### config.mk
export PLATFORM = sky130hd
export DESIGN_NAME = moving_average_baseline_removal_core
export DESIGN_NICKNAME = d
export VERILOG_FILES = /design/src/mabr_pkg.sv /design/src/mabr_front.sv /design/src/mabr_queue.sv /design/src/mabr_window.sv /design/src/mabr_correct.sv /design/src/moving_average_baseline_removal_core.sv
export SDC_FILE = /design/constraint.sdc
export NUM_CORES = 2
export LEC_CHECK = 0
export BUFFER_PORTS_ARGS = -buffer_cell sky130_fd_sc_hd__buf_4
export CORE_MARGIN = 2
export CORE_UTILIZATION = 40
export DETAILED_ROUTE_END_ITERATION = 16
export GPL_TIMING_DRIVEN = 0
export HOLD_SLACK_MARGIN = 0.15
export PLACE_DENSITY = 0.63
export REMOVE_ABC_BUFFERS = 1
export SETUP_SLACK_MARGIN = 0.4
export SYNTH_ARGS = -nofsm -noshare
export SYNTH_HDL_FRONTEND = slang
export SYNTH_SLANG_ARGS = --single-unit
### constraint.sdc
create_clock -name clk -period 25.4 [get_ports clk]
set_input_delay 1.27 -clock clk [delete_from_list [all_inputs] [get_ports clk]]
set_output_delay 1.27 -clock clk [all_outputs]
set_load 0.02 [all_outputs]
### src/mabr_pkg.sv
// ----------------------------------------------------------------------------
// mabr_pkg: shared types and constants for the baseline removal block
// Window geometry, arithmetic widths, the divide-by-window reciprocal and
// the item and stage structs used between the modules.
// ----------------------------------------------------------------------------
package mabr_pkg;

  localparam int HALF_WINDOW = 20;
  localparam int SAMPLE_BITS = 16;
  localparam int WIN_LEN     = 2 * HALF_WINDOW + 1;
  localparam int WIN_LOG     = $clog2(WIN_LEN);

  // Magnitude of a window sum stays below 2**MAG_BITS.
  localparam int MAG_BITS  = SAMPLE_BITS - 1 + WIN_LOG;
  localparam int SUM_BITS  = MAG_BITS + 1;

  // floor(mag / WIN_LEN) == (mag * DIV_MULT) >> DIV_SHIFT for every mag
  // below 2**MAG_BITS, with DIV_MULT = ceil(2**DIV_SHIFT / WIN_LEN).
  localparam int DIV_SHIFT = MAG_BITS + WIN_LOG;
  localparam int MULT_BITS = MAG_BITS + 1;
  localparam int PROD_BITS = MAG_BITS + MULT_BITS;
  localparam longint unsigned DIV_MULT_FULL =
    ((64'd1 << DIV_SHIFT) + 64'(WIN_LEN) - 64'd1) / 64'(WIN_LEN);
  localparam logic [MULT_BITS-1:0] DIV_MULT = MULT_BITS'(DIV_MULT_FULL);

  localparam logic signed [SUM_BITS-1:0] WIN_LEN_S = SUM_BITS'(WIN_LEN);

  localparam int POS_BITS   = $clog2(HALF_WINDOW + 1);
  localparam int FLUSH_BITS = $clog2(HALF_WINDOW + 1);

  localparam int QUEUE_DEPTH = 2;
  localparam int PTR_BITS    = $clog2(QUEUE_DEPTH);
  localparam int CNT_BITS    = $clog2(QUEUE_DEPTH + 1);

  typedef struct packed {
    logic signed [SAMPLE_BITS-1:0] sample;
    logic                          end_of_record;
  } in_item_t;

  typedef struct packed {
    logic signed [SAMPLE_BITS:0] corrected;
    logic                        last_result;
  } out_item_t;

  // One classified sample on its way to the window stage.
  typedef struct packed {
    logic signed [SAMPLE_BITS-1:0] sample;
    logic                          first;
    logic                          last;
  } op_t;

  // Centre sample and window sum of one result, before the divide.
  typedef struct packed {
    logic signed [SAMPLE_BITS-1:0] centre;
    logic signed [SUM_BITS-1:0]    sum;
    logic                          last_result;
  } win_res_t;

  typedef struct packed {
    logic flushing;
    logic pop;
  } win_stat_t;

endpackage

### src/mabr_front.sv
// ----------------------------------------------------------------------------
// mabr_front: input classification
// Marks each accepted sample as the first and/or last of its record.
// ----------------------------------------------------------------------------
module mabr_front (
  input  logic                clk,
  input  logic                rst,
  input  logic                smp_valid,
  output logic                smp_ready,
  input  mabr_pkg::in_item_t  smp_item,
  output logic                op_valid,
  input  logic                op_ready,
  output mabr_pkg::op_t       op
);

  logic in_record;

  always_comb begin
    op_valid  = smp_valid;
    smp_ready = op_ready;
    op.sample = smp_item.sample;
    op.first  = !in_record;
    op.last   = smp_item.end_of_record;
  end

  // A record is open from its first sample until its last one is taken.
  always_ff @(posedge clk) begin
    if (rst) begin
      in_record <= 1'b0;
    end else if (smp_valid && op_ready) begin
      in_record <= !smp_item.end_of_record;
    end
  end

endmodule

### src/mabr_queue.sv
// ----------------------------------------------------------------------------
// mabr_queue: short item queue
// Decouples the input side from the window stage so each can stall alone.
// ----------------------------------------------------------------------------
module mabr_queue (
  input  logic           clk,
  input  logic           rst,
  input  logic           push_valid,
  output logic           push_ready,
  input  mabr_pkg::op_t  push_item,
  output logic           pop_valid,
  input  logic           pop,
  output mabr_pkg::op_t  pop_item
);

  mabr_pkg::op_t                  entries [mabr_pkg::QUEUE_DEPTH];
  logic [mabr_pkg::PTR_BITS-1:0]  wr_ptr;
  logic [mabr_pkg::PTR_BITS-1:0]  rd_ptr;
  logic [mabr_pkg::CNT_BITS-1:0]  count;
  logic                           do_push;
  logic                           do_pop;

  always_comb begin
    push_ready = count != mabr_pkg::CNT_BITS'(mabr_pkg::QUEUE_DEPTH);
    pop_valid  = count != '0;
    pop_item   = entries[rd_ptr];
    do_push    = push_valid && push_ready;
    do_pop     = pop && pop_valid;
  end

  always_ff @(posedge clk) begin
    if (do_push) begin
      entries[wr_ptr] <= push_item;
    end
  end

  always_ff @(posedge clk) begin
    if (rst) begin
      wr_ptr <= '0;
      rd_ptr <= '0;
      count  <= '0;
    end else begin
      if (do_push) begin
        wr_ptr <= (wr_ptr == mabr_pkg::PTR_BITS'(mabr_pkg::QUEUE_DEPTH - 1)) ?
                  '0 : wr_ptr + 1'b1;
      end
      if (do_pop) begin
        rd_ptr <= (rd_ptr == mabr_pkg::PTR_BITS'(mabr_pkg::QUEUE_DEPTH - 1)) ?
                  '0 : rd_ptr + 1'b1;
      end
      if (do_push && !do_pop) begin
        count <= count + 1'b1;
      end else if (do_pop && !do_push) begin
        count <= count - 1'b1;
      end
    end
  end

endmodule

### src/mabr_window.sv
// ----------------------------------------------------------------------------
// mabr_window: delay line and running window sum
// Keeps the latest window of samples as a shift line, padded with the first
// sample at record start and the last sample during the end-of-record flush.
// ----------------------------------------------------------------------------
module mabr_window (
  input  logic                 clk,
  input  logic                 rst,
  input  logic                 op_valid,
  input  mabr_pkg::op_t        op,
  output logic                 op_pop,
  output logic                 res_valid,
  output mabr_pkg::win_res_t   res,
  input  logic                 res_ready,
  output mabr_pkg::win_stat_t  stat
);

  logic signed [mabr_pkg::SAMPLE_BITS-1:0] taps      [mabr_pkg::WIN_LEN];
  logic signed [mabr_pkg::SAMPLE_BITS-1:0] taps_next [mabr_pkg::WIN_LEN];
  logic signed [mabr_pkg::SUM_BITS-1:0]    sum;
  logic signed [mabr_pkg::SUM_BITS-1:0]    sum_next;
  logic [mabr_pkg::POS_BITS-1:0]           pos;
  logic [mabr_pkg::POS_BITS-1:0]           pos_next;
  logic [mabr_pkg::FLUSH_BITS-1:0]         flush_cnt;
  logic [mabr_pkg::FLUSH_BITS-1:0]         flush_cnt_next;
  logic                                    flushing;
  logic                                    step;
  logic                                    load;
  logic                                    emit;
  logic                                    res_valid_next;
  logic signed [mabr_pkg::SAMPLE_BITS-1:0] push_val;

  always_comb begin
    flushing = flush_cnt != '0;
    step     = (flushing || op_valid) && (!res_valid || res_ready);
    op_pop   = step && !flushing;
    load     = op_pop && op.first;
    // During the flush the newest sample is pushed again and again.
    push_val = flushing ? taps[0] : op.sample;

    taps_next[0] = push_val;
    for (int i = 1; i < mabr_pkg::WIN_LEN; i++) begin
      taps_next[i] = load ? push_val : taps[i-1];
    end

    if (load) begin
      sum_next = mabr_pkg::SUM_BITS'(push_val) * mabr_pkg::WIN_LEN_S;
      pos_next = mabr_pkg::POS_BITS'(1);
    end else begin
      sum_next = sum + mabr_pkg::SUM_BITS'(push_val)
                 - mabr_pkg::SUM_BITS'(taps[mabr_pkg::WIN_LEN-1]);
      pos_next = (pos == mabr_pkg::POS_BITS'(mabr_pkg::HALF_WINDOW)) ?
                 pos : pos + 1'b1;
    end

    // A result exists once the centre tap holds a real sample.
    emit = step && !load && (pos == mabr_pkg::POS_BITS'(mabr_pkg::HALF_WINDOW));

    if (op_pop && op.last) begin
      flush_cnt_next = mabr_pkg::FLUSH_BITS'(mabr_pkg::HALF_WINDOW);
    end else if (step && flushing) begin
      flush_cnt_next = flush_cnt - 1'b1;
    end else begin
      flush_cnt_next = flush_cnt;
    end

    res_valid_next = step ? emit : (res_valid && !res_ready);
    stat.flushing  = flushing;
    stat.pop       = op_pop;
  end

  always_ff @(posedge clk) begin
    if (step) begin
      taps <= taps_next;
    end
    if (step && emit) begin
      res.centre      <= taps_next[mabr_pkg::HALF_WINDOW];
      res.sum         <= sum_next;
      res.last_result <= flushing && (flush_cnt == mabr_pkg::FLUSH_BITS'(1));
    end
  end

  always_ff @(posedge clk) begin
    if (rst) begin
      sum       <= '0;
      pos       <= '0;
      flush_cnt <= '0;
      res_valid <= 1'b0;
    end else begin
      if (step) begin
        sum <= sum_next;
        pos <= pos_next;
      end
      flush_cnt <= flush_cnt_next;
      res_valid <= res_valid_next;
    end
  end

endmodule

### src/mabr_correct.sv
// ----------------------------------------------------------------------------
// mabr_correct: mean and baseline subtraction
// Divides the window sum by the window length (reciprocal multiply,
// truncating toward zero) and subtracts it from the centre sample.
// ----------------------------------------------------------------------------
module mabr_correct (
  input  logic                 clk,
  input  logic                 rst,
  input  logic                 in_valid,
  output logic                 in_ready,
  input  mabr_pkg::win_res_t   in_res,
  output logic                 res_valid,
  input  logic                 res_ready,
  output mabr_pkg::out_item_t  res_item
);

  logic                                    s1_valid;
  logic signed [mabr_pkg::SAMPLE_BITS-1:0] s1_centre;
  logic                                    s1_neg;
  logic [mabr_pkg::PROD_BITS-1:0]          s1_prod;
  logic                                    s1_last;
  logic                                    out_free;
  logic [mabr_pkg::MAG_BITS-1:0]           mag;
  logic [mabr_pkg::PROD_BITS-1:0]          prod;
  logic [mabr_pkg::SAMPLE_BITS:0]          quot;
  logic [mabr_pkg::SAMPLE_BITS:0]          mean;
  logic [mabr_pkg::SAMPLE_BITS:0]          diff;

  always_comb begin
    out_free = !res_valid || res_ready;
    in_ready = !s1_valid || out_free;
    mag  = in_res.sum[mabr_pkg::SUM_BITS-1] ? mabr_pkg::MAG_BITS'(-in_res.sum) :
                                              mabr_pkg::MAG_BITS'(in_res.sum);
    prod = mabr_pkg::PROD_BITS'(mag) * mabr_pkg::PROD_BITS'(mabr_pkg::DIV_MULT);
    quot = {1'b0, s1_prod[mabr_pkg::DIV_SHIFT +: mabr_pkg::SAMPLE_BITS]};
    mean = s1_neg ? -quot : quot;
    diff = {s1_centre[mabr_pkg::SAMPLE_BITS-1], s1_centre} - mean;
  end

  always_ff @(posedge clk) begin
    if (in_valid && in_ready) begin
      s1_centre <= in_res.centre;
      s1_neg    <= in_res.sum[mabr_pkg::SUM_BITS-1];
      s1_prod   <= prod;
      s1_last   <= in_res.last_result;
    end
    if (s1_valid && out_free) begin
      res_item.corrected   <= diff;
      res_item.last_result <= s1_last;
    end
  end

  always_ff @(posedge clk) begin
    if (rst) begin
      s1_valid  <= 1'b0;
      res_valid <= 1'b0;
    end else begin
      if (in_ready) begin
        s1_valid <= in_valid;
      end
      if (out_free) begin
        res_valid <= s1_valid;
      end
    end
  end

endmodule

### src/moving_average_baseline_removal_core.sv
// ----------------------------------------------------------------------------
// moving_average_baseline_removal_core: ECG baseline removal
// Subtracts a centred moving average over 2*HALF_WINDOW+1 samples from each
// sample of a record, replicating the first and last samples at the ends.
// ----------------------------------------------------------------------------
// Usage notes.
// Samples enter on the smp channel (valid/ready); each item carries a signed
// sample and an end_of_record flag. Results leave on the res channel; each
// item carries the corrected sample and a flag on the final result of the
// record. An item is taken on any edge where valid and ready are both high.
// Throughput is one item per cycle in both directions while res_ready is high
// and no record end is being flushed. The result for a sample appears once
// HALF_WINDOW later samples have been taken; that later item is written into
// the queue on its accepting edge and then passes the window stage, multiply
// stage and output register. The last item of a record starts a flush in
// which the window stage pushes the last sample HALF_WINDOW more times;
// during the flush the queue fills and smp_ready drops. When the receiver holds
// res_ready low the output register, multiply stage, window stage and
// two-entry queue fill in turn before smp_ready falls. Reset clears all
// control state; no clearing pass is needed, and the first sample after
// reset or after a record end starts a new record.
// ----------------------------------------------------------------------------
module moving_average_baseline_removal_core (
  input  logic                 clk,
  input  logic                 rst,
  input  logic                 smp_valid,
  output logic                 smp_ready,
  input  mabr_pkg::in_item_t   smp_item,
  output logic                 res_valid,
  input  logic                 res_ready,
  output mabr_pkg::out_item_t  res_item
);

  // Front to queue.
  logic                 f_valid;
  logic                 f_ready;
  mabr_pkg::op_t        f_op;

  // Queue to window stage.
  logic                 q_valid;
  logic                 q_pop;
  mabr_pkg::op_t        q_op;

  // Window stage to divide stage.
  logic                 w_valid;
  logic                 w_ready;
  mabr_pkg::win_res_t   w_res;
  mabr_pkg::win_stat_t  win_stat;

  mabr_front u_front (
    .clk       (clk),
    .rst       (rst),
    .smp_valid (smp_valid),
    .smp_ready (smp_ready),
    .smp_item  (smp_item),
    .op_valid  (f_valid),
    .op_ready  (f_ready),
    .op        (f_op)
  );

  mabr_queue u_queue (
    .clk        (clk),
    .rst        (rst),
    .push_valid (f_valid),
    .push_ready (f_ready),
    .push_item  (f_op),
    .pop_valid  (q_valid),
    .pop        (q_pop),
    .pop_item   (q_op)
  );

  // The window stage holds the delay line and running sum; it pops one item
  // per cycle when its output is free, and not while a record end is flushed.
  mabr_window u_window (
    .clk       (clk),
    .rst       (rst),
    .op_valid  (q_valid),
    .op        (q_op),
    .op_pop    (q_pop),
    .res_valid (w_valid),
    .res       (w_res),
    .res_ready (w_ready),
    .stat      (win_stat)
  );

  mabr_correct u_correct (
    .clk       (clk),
    .rst       (rst),
    .in_valid  (w_valid),
    .in_ready  (w_ready),
    .in_res    (w_res),
    .res_valid (res_valid),
    .res_ready (res_ready),
    .res_item  (res_item)
  );

`ifndef ASSERT_OFF
  // Nothing is offered on the result side right after reset.
  a_reset_idle: assert property (@(posedge clk) rst |=> !res_valid)
    else $error("result valid right after reset");

  // The queue is not drained while a record end is being flushed.
  a_no_pop_in_flush: assert property (@(posedge clk) disable iff (rst)
    win_stat.pop |-> !win_stat.flushing)
    else $error("item popped during flush");

  // The window stage only takes items that the queue holds.
  a_pop_has_item: assert property (@(posedge clk) disable iff (rst)
    win_stat.pop |-> q_valid)
    else $error("pop from empty queue");
`endif

endmodule

==> impl_metrics.csv <==
group,metric,value,unit
status,status,"complete, no violations",
yosys,postSynthCellCount,3214,
setup_path,path_class,"flop to flop",
clocking,post_cts_buffers,0,
setup_path,cp.arrival,9.56,ns
setup_path,crit_required,25.79,ns
min_path,hold_path_depth,0,
yosys,syn_area,42700,um^2
route,dr.pass1.iters,5,
timing,relSlewSlack,0.148,
timing,setup_viol,0,
route,finalWirelength,78400,um
yosys,yosys_register_bits,824,
floorplanning,die_h,331,um
timing,finClkSkew,0.0203,ns
timing,hold_viol,0,
floorplanning,io_pins,41,
min_path,hold_start,"u_window.res[35]$_DFFE_PP_",
floorplanning,dieArea,110000,um^2
setup_path,end_kind,"flop",
setup_path,r2r_end,"u_correct.s1_prod[42]$_DFFE_PP_",
place,place.gp.congestion,0.889,
setup_path,reg2reg_setup_slack,16.24,ns
timing,max_freq,109,MHz
clocking,cts_sinks,824,
setup_path,r2r-start,"u_window.res[3]$_DFFE_PP_",
global_routing,overflow,0,
route,via_count,23700,
floorplanning,coreArea,106000,um^2
timing,period_share,0.361,
setup_path,cp-start-kind,"flop",
job,cap_violations,0,
clocking,numCtsBuffers,88,
place,port_buffers,40,
floorplanning,die_w,331,um
timing,worstMarginPinSlew,1.28,ns
place,dp_hpwl,51800,um
timing,finalCriticalPeriod,9.16,ns
clocking,hold_buffers,0,
layout,drive_above_1_share,0.0753,
yosys,synth_edf_count,783,
clocking,h-tree-depth,3,
yosys,synth_seq_area_share,0.569,
global_routing,grt_pass1_vias,23300,
setup_path,r2r.worst_path.cells,25,
route,avgViaCountPerCell,5.08,
global_routing,grt_max_degree,130,
route,ant_nets,0,
clocking,post_cts_resized,0,
layout,final_nets,3658,
clocking,clk_latency,0.64,ns
timing,hold_slack,0.418,ns
global_routing,grt_pass1_wl,126000,um
layout,areaGrowthSynthToFinish,11.1,%
place,dpl_cell_area,44800,um^2
clocking,clk_pin_slew,0.06,ns
yosys,synthFlopType,"edfxtp_1",
yosys,ys_types,71,
setup_path,critical_path.max_fanout,11,
route,first_iter_violations,1810,
timing,slew_violations,0,
min_path,min_to,"u_correct.s1_centre[12]$_DFFE_PP_",
floorplanning,start_util,0.404,
route,avgRoutedWirePerCell,16.8,um
global_routing,grt.total_usage,0.143,
yosys,synth_async_sr_flop_share,0,
layout,stdcell_area,47500,um^2
layout,fill_cells,9532,
yosys,ys_warn_count,0,
timing,rsz0062_at_grt,"no",
layout,antenna_cells,0,
floorplanning,row_count,119,
min_path,holdCritPathClass,"flop to flop",
yosys,syn-mean-instance-area,13.3,um^2
clocking,cts-root-buf,"clkbuf_16",
clocking,cts_tree,"yes",
global_routing,antenna_found_initial,6,
route,drc_errors,0,
clocking,clock_path_buffers,3,
-- state kept, by name (all words and copies together) (netlist names), 2 cells and up, named ones only --
| signal | count |
|---|---|
| u_window.taps | 656 |
| u_window.res | 39 |
| u_queue.entries | 36 |
| u_window.sum | 22 |
| u_correct.res_item | 18 |
| u_correct.s1_centre | 16 |
| u_correct.s1_prod | 16 |
| u_window.flush_cnt | 5 |
| u_window.pos | 5 |
| u_queue.count | 2 |
-- through the flow --
step | TNS [ns] | std cells | setup WS [ns] | util
3_3_place_gp | -5569.69 | 4481 | -10.01 | 0.418
6_report | 0 | 4660 | 16.24 | 0.449
5_1_grt | 0 | 4660 | 15.63 | 0.449
2_1_floorplan | 0 | 3050 | 4.92 | -
4_1_cts | 0 | 4660 | 16.16 | 0.449
3_5_place_dp | 0 | 4502 | 16.17 | 0.424
-- cell usage in the layout, fill, tap and decap left out, types with 18 or more instances in the layout --
cell type  instances
a211oi_1          19
a21o_1           685
a21oi_1           69
buf_4             40
clkbuf_1          18
clkbuf_16         88
clkinv_1          21
dfxtp_1           41
edfxtp_1         783
fa_1             147
ha_1             289
inv_1            346
mux2i_1           20
nand2_1           91
nand3_1           19
nor2_1            75
nor3_1            25
o21ai_0           64
xnor2_1           64
xor2_1            64
-- cell families (layout without fill, tap and decap cells) --
family	count (synthesis)	in the layout	synth area share
XOR/XNOR	130	130	0.0270
AND/OR/NAND/NOR	343	343	0.0397
AO/OA/AOI/OAI	946	946	0.160
flip-flops	824	824	0.569
buffers and inverters	513	568	0.0454
adder cells (fa/ha/maj)	436	436	0.153
multiplexers	22	22	0.00521
-- how the worst max path moves through the flow --
| stage | startpoint | endpoint | slack (ns) | depth (start not counted) |
|---|---|---|---|---|
| final | u_window.res[3]$_DFFE_PP_ | u_correct.s1_prod[42]$_DFFE_PP_ | 16.24 | 25 |
| after global routing | u_window.res[3]$_DFFE_PP_ | u_correct.s1_prod[42]$_DFFE_PP_ | 15.63 | 25 |
| after floorplan | res_ready | u_window.sum[2]$_SDFFE_PP0P_ | 4.92 | 7 |
| after global placement | res_ready | u_window.sum[2]$_SDFFE_PP0P_ | -10.01 | 8 |
| after detailed placement | u_window.res[3]$_DFFE_PP_ | u_correct.s1_prod[42]$_DFFE_PP_ | 16.17 | 25 |
| after CTS | u_window.res[3]$_DFFE_PP_ | u_correct.s1_prod[42]$_DFFE_PP_ | 16.16 | 25 |
-- routing by layer --
metal,vias to the layer above,GRT usage,routed length [um]
met5,-,0,72
met4,10,0.0532,2290
li1,11600,-,-
met1,11700,0.207,38500
met3,123,0.0236,2730
met2,268,0.218,34800
-- worst max-delay path, cell delays in order, from the launching register on --
cell,delay [ns]
edfxtp_1,0.47
or4_4,0.57
or4_4,0.46
or4_4,0.54
o31ai_4,0.24
nand2_1,0.10
xnor2_1,0.73
inv_1,0.41
fa_1,0.58
ha_1,0.31
inv_1,0.06
fa_1,0.50
inv_1,0.05
fa_1,0.55
fa_1,0.43
fa_1,0.44
ha_1,0.29
ha_1,0.41
a21oi_1,0.21
o21ai_0,0.14
o211ai_1,0.28
nand2_1,0.14
o221a_2,0.34
a2111o_1,0.41
a21oi_1,0.18
xnor2_1,0.08
-- Yosys cell counts, types with 4 or more instances --
cell type	number	area, um^2
edfxtp_1	783	23500
a21o_1	685	5140
inv_1	347	1300
ha_1	289	3620
clkbuf_1	156	586
fa_1	147	2940
nand2_1	91	342
nor2_1	91	342
a21oi_1	69	345
o21ai_0	66	330
xnor2_1	64	561
xor2_1	64	561
dfxtp_1	41	821
nor3_1	25	125
mux2i_1	20	200
a211oi_1	19	143
nand3_1	19	95.1
nor2b_1	17	106
nand2b_1	15	93.8
or2_2	15	93.8
a31oi_1	14	87.6
o21a_1	14	105
or3_1	14	87.6
and3_1	11	68.8
o31ai_1	11	82.6
nand4_1	10	62.6
o211ai_1	10	75.1
a31o_2	7	61.3
o21bai_1	7	52.6
and2_1	6	37.5
buf_1	6	22.5
a21boi_0	5	37.5
and4_1	4	35.0
o41ai_1	4	35.0
or4_4	4	45.0
-- area by class of cell --
cell class | count | area, um^2 | share of cell area
Clock buffer | 106 | 2270 | 0.0478
Inverter | 349 | 1320 | 0.0277
Tap cell | 1391 | 1740 | 0.0367
Multi-Input combinational cell | 1877 | 16600 | 0.350
Timing Repair Buffer | 61 | 806 | 0.0170
Clock inverter | 52 | 389 | 0.00819
Sequential cell | 824 | 24300 | 0.512
Power is left out: the tool's default activity adds up to more than one toggle a clock period on the data nets, which glitch-free logic cannot reach.
